[config.mk]
export PLATFORM = sky130hd
export DESIGN_NAME = yuv_to_rgb_pixel_converter_top
export DESIGN_NICKNAME = d
export VERILOG_FILES = /design/src/rtl/yuvc_pkg.sv /design/src/rtl/yuvc_pixel_math.sv /design/src/rtl/yuv_to_rgb_pixel_converter_top.sv
export SDC_FILE = /design/constraint.sdc
export NUM_CORES = 1
export LEC_CHECK = 0
export BUFFER_PORTS_ARGS = -buffer_cell sky130_fd_sc_hd__buf_2
export CAP_MARGIN = 20
export CORE_UTILIZATION = 45
export DETAILED_ROUTE_END_ITERATION = 7
export HOLD_SLACK_MARGIN = 0.12
export SLEW_MARGIN = 20
export SYNTH_ARGS = -nofsm -noshare
export SYNTH_HDL_FRONTEND = slang
export SYNTH_SLANG_ARGS = --single-unit
[constraint.sdc]
create_clock -name clk -period 10.8 [get_ports clk]
set_input_delay 2.16 -clock clk [delete_from_list [all_inputs] [get_ports clk]]
set_output_delay 2.16 -clock clk [all_outputs]
set_load 0.1 [all_outputs]
[src/rtl/yuvc_pkg.sv]
// ----------------------------------------------------------------------------
// yuvc_pkg
// Shared types, constants and helpers for the YUV to RGB pixel converter.
// ----------------------------------------------------------------------------
package yuvc_pkg;

  localparam int SumW = 20;

  typedef logic signed [SumW-1:0] sum_t;
  typedef logic [7:0]             sample_t;
  typedef logic [1:0]             pos_t;

  // group kind codes
  localparam logic KIND_PAIR = 1'b0;
  localparam logic KIND_QUAD = 1'b1;

  localparam pos_t POS_LAST_PAIR = 2'd1;
  localparam pos_t POS_LAST_QUAD = 2'd3;

  // bt.601 video range coefficients
  localparam sum_t COEF_Y    = 20'sd298;
  localparam sum_t COEF_R_V  = 20'sd409;
  localparam sum_t COEF_G_U  = 20'sd100;
  localparam sum_t COEF_G_V  = 20'sd208;
  localparam sum_t COEF_B_U  = 20'sd516;
  localparam sum_t Y_OFFSET  = 20'sd16;
  localparam sum_t C_OFFSET  = 20'sd128;
  localparam sum_t ROUND_ADD = 20'sd128;

  localparam sample_t SAMPLE_MAX = 8'd255;

  function automatic sum_t widen(input sample_t s);
    widen = sum_t'({{(SumW-8){1'b0}}, s});
  endfunction

  // floor shift by 8 and clip to 0..255
  function automatic sample_t clip_shift(input sum_t s);
    if (s[SumW-1]) begin
      clip_shift = '0;
    end else if (|s[SumW-2:16]) begin
      clip_shift = SAMPLE_MAX;
    end else begin
      clip_shift = s[15:8];
    end
  endfunction

endpackage

[src/rtl/yuvc_pixel_math.sv]
// ----------------------------------------------------------------------------
// yuvc_pixel_math
// Converts one luma sample with shared chroma to a clipped RGB pixel.
// ----------------------------------------------------------------------------
module yuvc_pixel_math (
  input  yuvc_pkg::sample_t luma,
  input  yuvc_pkg::sample_t chroma_u,
  input  yuvc_pkg::sample_t chroma_v,
  output yuvc_pkg::sample_t red,
  output yuvc_pkg::sample_t green,
  output yuvc_pkg::sample_t blue
);

  yuvc_pkg::sum_t c;
  yuvc_pkg::sum_t d;
  yuvc_pkg::sum_t e;
  yuvc_pkg::sum_t base;
  yuvc_pkg::sum_t sum_r;
  yuvc_pkg::sum_t sum_g;
  yuvc_pkg::sum_t sum_b;

  always_comb begin
    c     = yuvc_pkg::widen(luma) - yuvc_pkg::Y_OFFSET;
    d     = yuvc_pkg::widen(chroma_u) - yuvc_pkg::C_OFFSET;
    e     = yuvc_pkg::widen(chroma_v) - yuvc_pkg::C_OFFSET;
    base  = yuvc_pkg::COEF_Y * c + yuvc_pkg::ROUND_ADD;
    sum_r = base + yuvc_pkg::COEF_R_V * e;
    sum_g = base - yuvc_pkg::COEF_G_U * d - yuvc_pkg::COEF_G_V * e;
    sum_b = base + yuvc_pkg::COEF_B_U * d;
  end

  assign red   = yuvc_pkg::clip_shift(sum_r);
  assign green = yuvc_pkg::clip_shift(sum_g);
  assign blue  = yuvc_pkg::clip_shift(sum_b);

endmodule

[src/rtl/yuv_to_rgb_pixel_converter_top.sv]
// ----------------------------------------------------------------------------
// yuv_to_rgb_pixel_converter_top
// Chroma group to RGB converter, integer bt.601, one pixel/cycle if unstalled.
// ----------------------------------------------------------------------------
//  channel  handshake                   payload
//  group    group_valid / group_ready   kind luma_a..luma_d chroma_u chroma_v
//  pixel    pixel_valid / pixel_ready   red green blue position last
//
//  a pair gives 2 pixels, a quad 4 pixels; unless stalled, the output
//  register takes one pixel per cycle from the group register.
//  a new group is taken in the cycle its predecessor's last pixel moves out.
//  an accepted group's first pixel passes the group and output registers.
//  pixel_ready low holds a valid output register and a full group register.
//  rst clears both valid flags and the pixel counter.
// ----------------------------------------------------------------------------
module yuv_to_rgb_pixel_converter_top (
  input  logic              clk,
  input  logic              rst,
  input  logic              group_valid,
  output logic              group_ready,
  input  logic              kind,
  input  yuvc_pkg::sample_t luma_a,
  input  yuvc_pkg::sample_t luma_b,
  input  yuvc_pkg::sample_t luma_c,
  input  yuvc_pkg::sample_t luma_d,
  input  yuvc_pkg::sample_t chroma_u,
  input  yuvc_pkg::sample_t chroma_v,
  output logic              pixel_valid,
  input  logic              pixel_ready,
  output yuvc_pkg::sample_t red,
  output yuvc_pkg::sample_t green,
  output yuvc_pkg::sample_t blue,
  output yuvc_pkg::pos_t    position,
  output logic              last
);

  // group register
  logic              g_valid;
  logic              g_kind;
  yuvc_pkg::sample_t g_luma [4];
  yuvc_pkg::sample_t g_u;
  yuvc_pkg::sample_t g_v;
  yuvc_pkg::pos_t    g_pos;
  yuvc_pkg::pos_t    g_pos_next;

  logic              group_take;
  logic              out_free;
  logic              pix_load;
  logic              pix_is_last;
  yuvc_pkg::sample_t sel_luma;
  yuvc_pkg::sample_t calc_r;
  yuvc_pkg::sample_t calc_g;
  yuvc_pkg::sample_t calc_b;

  assign out_free    = !pixel_valid || pixel_ready;
  assign pix_load    = g_valid && out_free;
  assign pix_is_last = (g_kind == yuvc_pkg::KIND_QUAD) ? (g_pos == yuvc_pkg::POS_LAST_QUAD)
                                                       : (g_pos == yuvc_pkg::POS_LAST_PAIR);
  assign group_ready = !g_valid || (pix_load && pix_is_last);
  assign group_take  = group_valid && group_ready;
  assign sel_luma    = g_luma[g_pos];

  always_comb begin
    g_pos_next = g_pos;
    if (group_take) begin
      g_pos_next = '0;
    end else if (pix_load) begin
      g_pos_next = g_pos + 2'd1;
    end
  end

  always_ff @(posedge clk) begin
    if (rst) begin
      g_valid <= 1'b0;
      g_pos   <= '0;
    end else begin
      g_pos <= g_pos_next;
      if (group_take) begin
        g_valid <= 1'b1;
      end else if (pix_load && pix_is_last) begin
        g_valid <= 1'b0;
      end
    end
  end

  always_ff @(posedge clk) begin
    if (group_take) begin
      g_kind    <= kind;
      g_luma[0] <= luma_a;
      g_luma[1] <= luma_b;
      g_luma[2] <= luma_c;
      g_luma[3] <= luma_d;
      g_u       <= chroma_u;
      g_v       <= chroma_v;
    end
  end

  yuvc_pixel_math u_math (
    .luma     (sel_luma),
    .chroma_u (g_u),
    .chroma_v (g_v),
    .red      (calc_r),
    .green    (calc_g),
    .blue     (calc_b)
  );

  // output register
  always_ff @(posedge clk) begin
    if (rst) begin
      pixel_valid <= 1'b0;
    end else if (out_free) begin
      pixel_valid <= g_valid;
    end
  end

  always_ff @(posedge clk) begin
    if (pix_load) begin
      red      <= calc_r;
      green    <= calc_g;
      blue     <= calc_b;
      position <= g_pos;
      last     <= pix_is_last;
    end
  end

`ifndef SYNTHESIS
  a_pair_pos: assert property (@(posedge clk) disable iff (rst)
    g_valid && (g_kind == yuvc_pkg::KIND_PAIR) |-> !g_pos[1])
    else $error("pair group pixel counter beyond second pixel");

  a_last_pos: assert property (@(posedge clk) disable iff (rst)
    pixel_valid && last |-> (position == yuvc_pkg::POS_LAST_PAIR) ||
                            (position == yuvc_pkg::POS_LAST_QUAD))
    else $error("last marked on a middle pixel");

  a_take_on_finish: assert property (@(posedge clk) disable iff (rst)
    group_take && g_valid |-> pix_load && pix_is_last)
    else $error("group register overwritten before its last pixel");

  a_group_held: assert property (@(posedge clk) disable iff (rst)
    pixel_valid && !last |-> g_valid)
    else $error("group dropped while pixels remain");

  a_pos_reset: assert property (@(posedge clk) disable iff (rst)
    group_take |=> g_pos == '0)
    else $error("pixel counter not restarted on new group");
`endif

endmodule
---- Word level (Yosys, flattened, before mapping) ----
Memories as Yosys holds them, arrays and structs flattened. A register that Yosys moved wholly into a read port is not among the register bits.
Index checks and enable logic that the tools add are counted.
word-level totals
  word-level logic and storage cells ...... 50
  bits in writable memories ............... 32
  memories kept ........................... 1
  flip-flop bits (word level) ............. 48
  input bits .............................. 53
  output and inout bits ................... 29
cells by class
  $add $sub $neg .......................... 9
  mux-type cells .......................... 10
  multiply operators ...................... 5
  reduce and logical (&&, ||, !) cells .... 12
  eq/ne operators ......................... 2
memories
  name    words  bits a word  read ports  clocked after memory_dff  write ports  RTL line                              text
  g_luma  4      8            1           1                         4            yuv_to_rgb_pixel_converter_top.sv:40  yuvc_pkg::sample_t g_luma [4];
operator list
  operator                  count
  $add A20 B20 Y20          2
  $sub A20 B20 Y20          2
  $mux W8                   3
  $add A20 B9 Y20 const B   1
  $mul A10 B20 Y20 const A  1
  $mul A5 B20 Y16 const A   1
  $mul A6 B20 Y18 const A   1
  $mul A9 B20 Y18 const A   1
  $mul A9 B20 Y19 const A   1
  $sub A8 B8 Y9 const B     2
  $reduce_or A3 Y1          3
  $sub A8 B5 Y9 const B     1
  $mux W1                   5
  $mux W2                   2
  $logic_and A1 B1 Y1       3
  $add A2 B1 Y2 const B     1
  $eq A2 B1 Y1 const B      1
  $eq A2 B2 Y1 const B      1
  $logic_not A1 Y1          2
  $logic_or A1 B1 Y1        2
  $reduce_bool A2 Y1        1
  $reduce_or A2 Y1          1

---- Longest topological paths before layout ----
  word-level depth ........................ 8
  depth in mapped cells ................... 34
  depth with buffers taken out ............ 33

---- Cells and area by module ----
Synthesis repeated with hierarchy kept, for this count alone.
unflattened totals
  cells, all modules ...................... 957
  area total of the unflattened synthesis .. 10014.6 µm²
by module, submodules not included
  module                          sequential area each (µm²)  area an instance (µm²)  instances  cells each
  yuvc_pixel_math                 0.0                         7263.2                  1          840
  yuv_to_rgb_pixel_converter_top  2402.3                      2751.4                  1          117

---- Worst setup path before layout ----
No wires, ideal clock.
  path type ............................... register to register
  start ................................... reg with a tool-made name
  end ..................................... reg red[0], data pin
  data required time ...................... 10545 ps
  library setup time ...................... 255 ps
  path buffers ............................ 2
  path slack .............................. 2696 ps
  arrival time ............................ 7850 ps
  cell stages (with the launch flop) ...... 32
  period minus slack after synthesis ...... 8104 ps
  cells stage by stage .................... dfxtp_1 buf_2 mux4_2 inv_1 ha_1 and2_1 buf_2 ha_1 ha_1 inv_1 fa_1 fa_1 inv_1 ha_1 o21ai_0 a21oi_1 o21a_1 o31ai_1 xor2_1 inv_1 fa_1 fa_1 inv_1 ha_1 and3_1 a21oi_1 a31oi_1 o21a_1 or4_1 a21oi_1 a31oi_1 o21a_1
RTL lines
  item                    RTL line                               text
  end signal: assignment  yuv_to_rgb_pixel_converter_top.sv:118  red <= calc_r;
  end: declaration        yuv_to_rgb_pixel_converter_top.sv:30   output yuvc_pkg::sample_t red,

==> results.json <==
{
  "clock-sinks": 82,
  "numCtsBuffers": 9,
  "synthCells": 948,
  "async_reset_ff_share_pct": 0,
  "ys.flop_type": "edfxtp_1",
  "ff2ff_setup_slack_ns": 1.70,
  "hold_viol": 0,
  "path_clk_slew_ns": 0.07,
  "port_buffers": 81,
  "arrival_ns": 9.33,
  "slowest_delay_ns": 0.64,
  "synth_warnings": 0,
  "period_share_pct": 84.27,
  "crit_family": "adder cells",
  "grt_overflow": 0,
  "cts.repair.resized": 0,
  "initial_core_util_pct": 46.10,
  "grt.total_usage_pct": 18.82,
  "area_delta_synth_final_pct": 10.85,
  "synth_edf_count": 76,
  "max_freq_ghz": 0.1099,
  "dpl.hpwl_microns": 16140,
  "fillers": 1937,
  "critPathCaptureType": "register",
  "outcome": "finished, final reports clean",
  "grt_pass1_vias": 6769,
  "drtIter0Drc": 224,
  "cp-start-kind": "register",
  "vias": 6647,
  "grt_max_degree": 53,
  "wl_microns": 19030,
  "seq_area_frac_synth_pct": 24.63,
  "cp.required_ns": 11.03,
  "gp_congestion": 0.8399,
  "row_count": 53,
  "antenna_found_initial": 0,
  "critical_path_buf_inv_count": 5,
  "fin_skew_ns": 0.01234,
  "fin_setup_tns_ns": 0,
  "synth_top_area_share_pct": 25.40,
  "cts_tree": "yes",
  "die_h_microns": 149.2,
  "htreeDepth": 3,
  "cts_buffer_depth": 2,
  "crit_fanout": 11,
  "synth.most_common_cell": "inv_1",
  "finalWorstPathRequiredPeriod_ns": 9.101,
  "setup_viol": 0,
  "dieArea_sq_um": 22260,
  "yosys-top-cells-area": "ha_1 25%, edfxtp_1 23%, fa_1 13%",
  "pin_count": 82,
  "synth.avg_cell_area_sq_um": 10.29,
  "yosys.area.top_type": "ha_1",
  "fp.dieW_microns": 149.2,
  "drc": 0,
  "viasPerCell": 5.043,
  "synth_cell_type_count": 65,
  "worst_slew_pin_slew_ns": 0.7463,
  "critPathKind": "register to register",
  "ctsHoldBuffers": 0,
  "nets": 1354,
  "clkLatencyLatePin_ns": 0.35,
  "slew-limit-headroom_pct": 49.95,
  "drv_cap": 0,
  "n_antenna_cell": 0,
  "first_pass_iters": 4,
  "cp_slowest_cell": "dfxtp_1",
  "routedWlPerCell_microns": 14.44,
  "synth_nets": 1264,
  "ant_nets": 0,
  "grt_first_pass_wirelength_microns": 32490,
  "hold_class": "register to register",
  "core_region_area_sq_um": 21150,
  "synthTopCellsByCount": "199 x inv_1, 198 x ha_1, 76 x edfxtp_1, 65 x fa_1, 48 x xnor2_1",
  "maxSlewViolCount": 0,
  "drive_above_1_share_pct": 12.18,
  "rsz0062_at_grt": "false",
  "post_cts_buffers": 0,
  "syn_area_sq_um": 9752,
  "root_buffer": "clkbuf_16",
  "ys_seq_elements": 82
}
layout make-up:
class / count / area [sq um] / share of cell area [%]
clock buffers: 10 / 229.0 / 2.118
clock inverters: 6 / 72.57 / 0.6713
inverters: 199 / 747.0 / 6.910
multi-input cells: 663 / 6595 / 61.01
flip-flops and latches: 82 / 2402 / 22.22
well taps: 275 / 344.1 / 3.183
repair buffers: 83 / 420.4 / 3.889
flip-flops by register name, summed over array words and instances (netlist names), named ones only:
name / flops
g_kind: 1
g_luma: 32
g_v: 8
last: 1
green: 8
g_u: 8
g_pos: 2
pixel_valid: 1
red: 8
blue: 8
g_valid: 1
position: 2
metal layers:
layer / GRT usage (%) / vias to the layer above / wire length, microns
met4: 5.102 / 0 / 322
met2: 30.02 / 117 / 8348
met3: 2.691 / 18 / 646
met1: 26.57 / 3086 / 9711
met5: 0 / - / 0
li1: - / 3426 / -
layout by cell type, fill, tap and decap left out, drive strengths merged, types with 9 or more instances in the layout:
cell type / instances
a21o: 9
a21oi: 31
buf: 83
clkbuf: 10
edfxtp: 76
fa: 65
ha: 198
inv: 201
nand2: 19
nor2: 41
nor2b: 14
nor3: 22
o21a: 45
o21ai: 26
xnor2: 49
xor2: 17
path summary, 6_finish.rpt:
check / from / endpoint / cells after the start
hold / removal: g_valid / pixel_valid / 2
setup / recovery: register / red[0] / 29
setup reg to reg: register / red[0] / 29
hold reg to reg: g_valid / pixel_valid / 2
metrics by stage:
step / setup WS, ns / instances / util, % / hold WS, ns / area, sq um
2_1_floorplan: 2.696 / 948 / - / 0.4555 / 9752
3_3_place_gp: 1.815 / 1302 / 49.68 / 0.4846 / 10510
3_5_place_dp: 1.653 / 1302 / 49.68 / 0.5004 / 10510
4_1_cts: 1.620 / 1318 / 51.10 / 0.5139 / 10810
5_1_grt: 0.8145 / 1318 / 51.10 / 0.5223 / 10810
6_report: 1.699 / 1318 / 51.10 / 0.5060 / 10810
worst register-to-register path: cells and delay by family (launching register included):
kind / cells / cell delay [ns]
and+or+nand+nor: 2 / 0.57
DFF: 1 / 0.64
xor gates and xnor gates: 2 / 1.06
adders and majority gates: 9 / 3.56
muxes: 1 / 0.59
buffers and inverters: 5 / 0.45
AOI/OAI and AO/OA: 10 / 2.12
kinds of logic (layout without fill, tap and decap cells):
family / after synthesis / after routing / share of synthesized area [%]
AO/OA/AOI/OAI: 166 / 166 / 11.95
XOR/XNOR: 67 / 67 / 6.236
adder cells (fa/ha/maj): 263 / 263 / 38.75
buffers and inverters: 203 / 298 / 7.839
flip-flops: 82 / 82 / 24.63
multiplexers: 12 / 12 / 2.271
AND/OR/NAND/NOR: 155 / 155 / 8.327
Power is left out: the tool's default activity adds up to more than one toggle a clock period on the data nets, which glitch-free logic cannot reach.
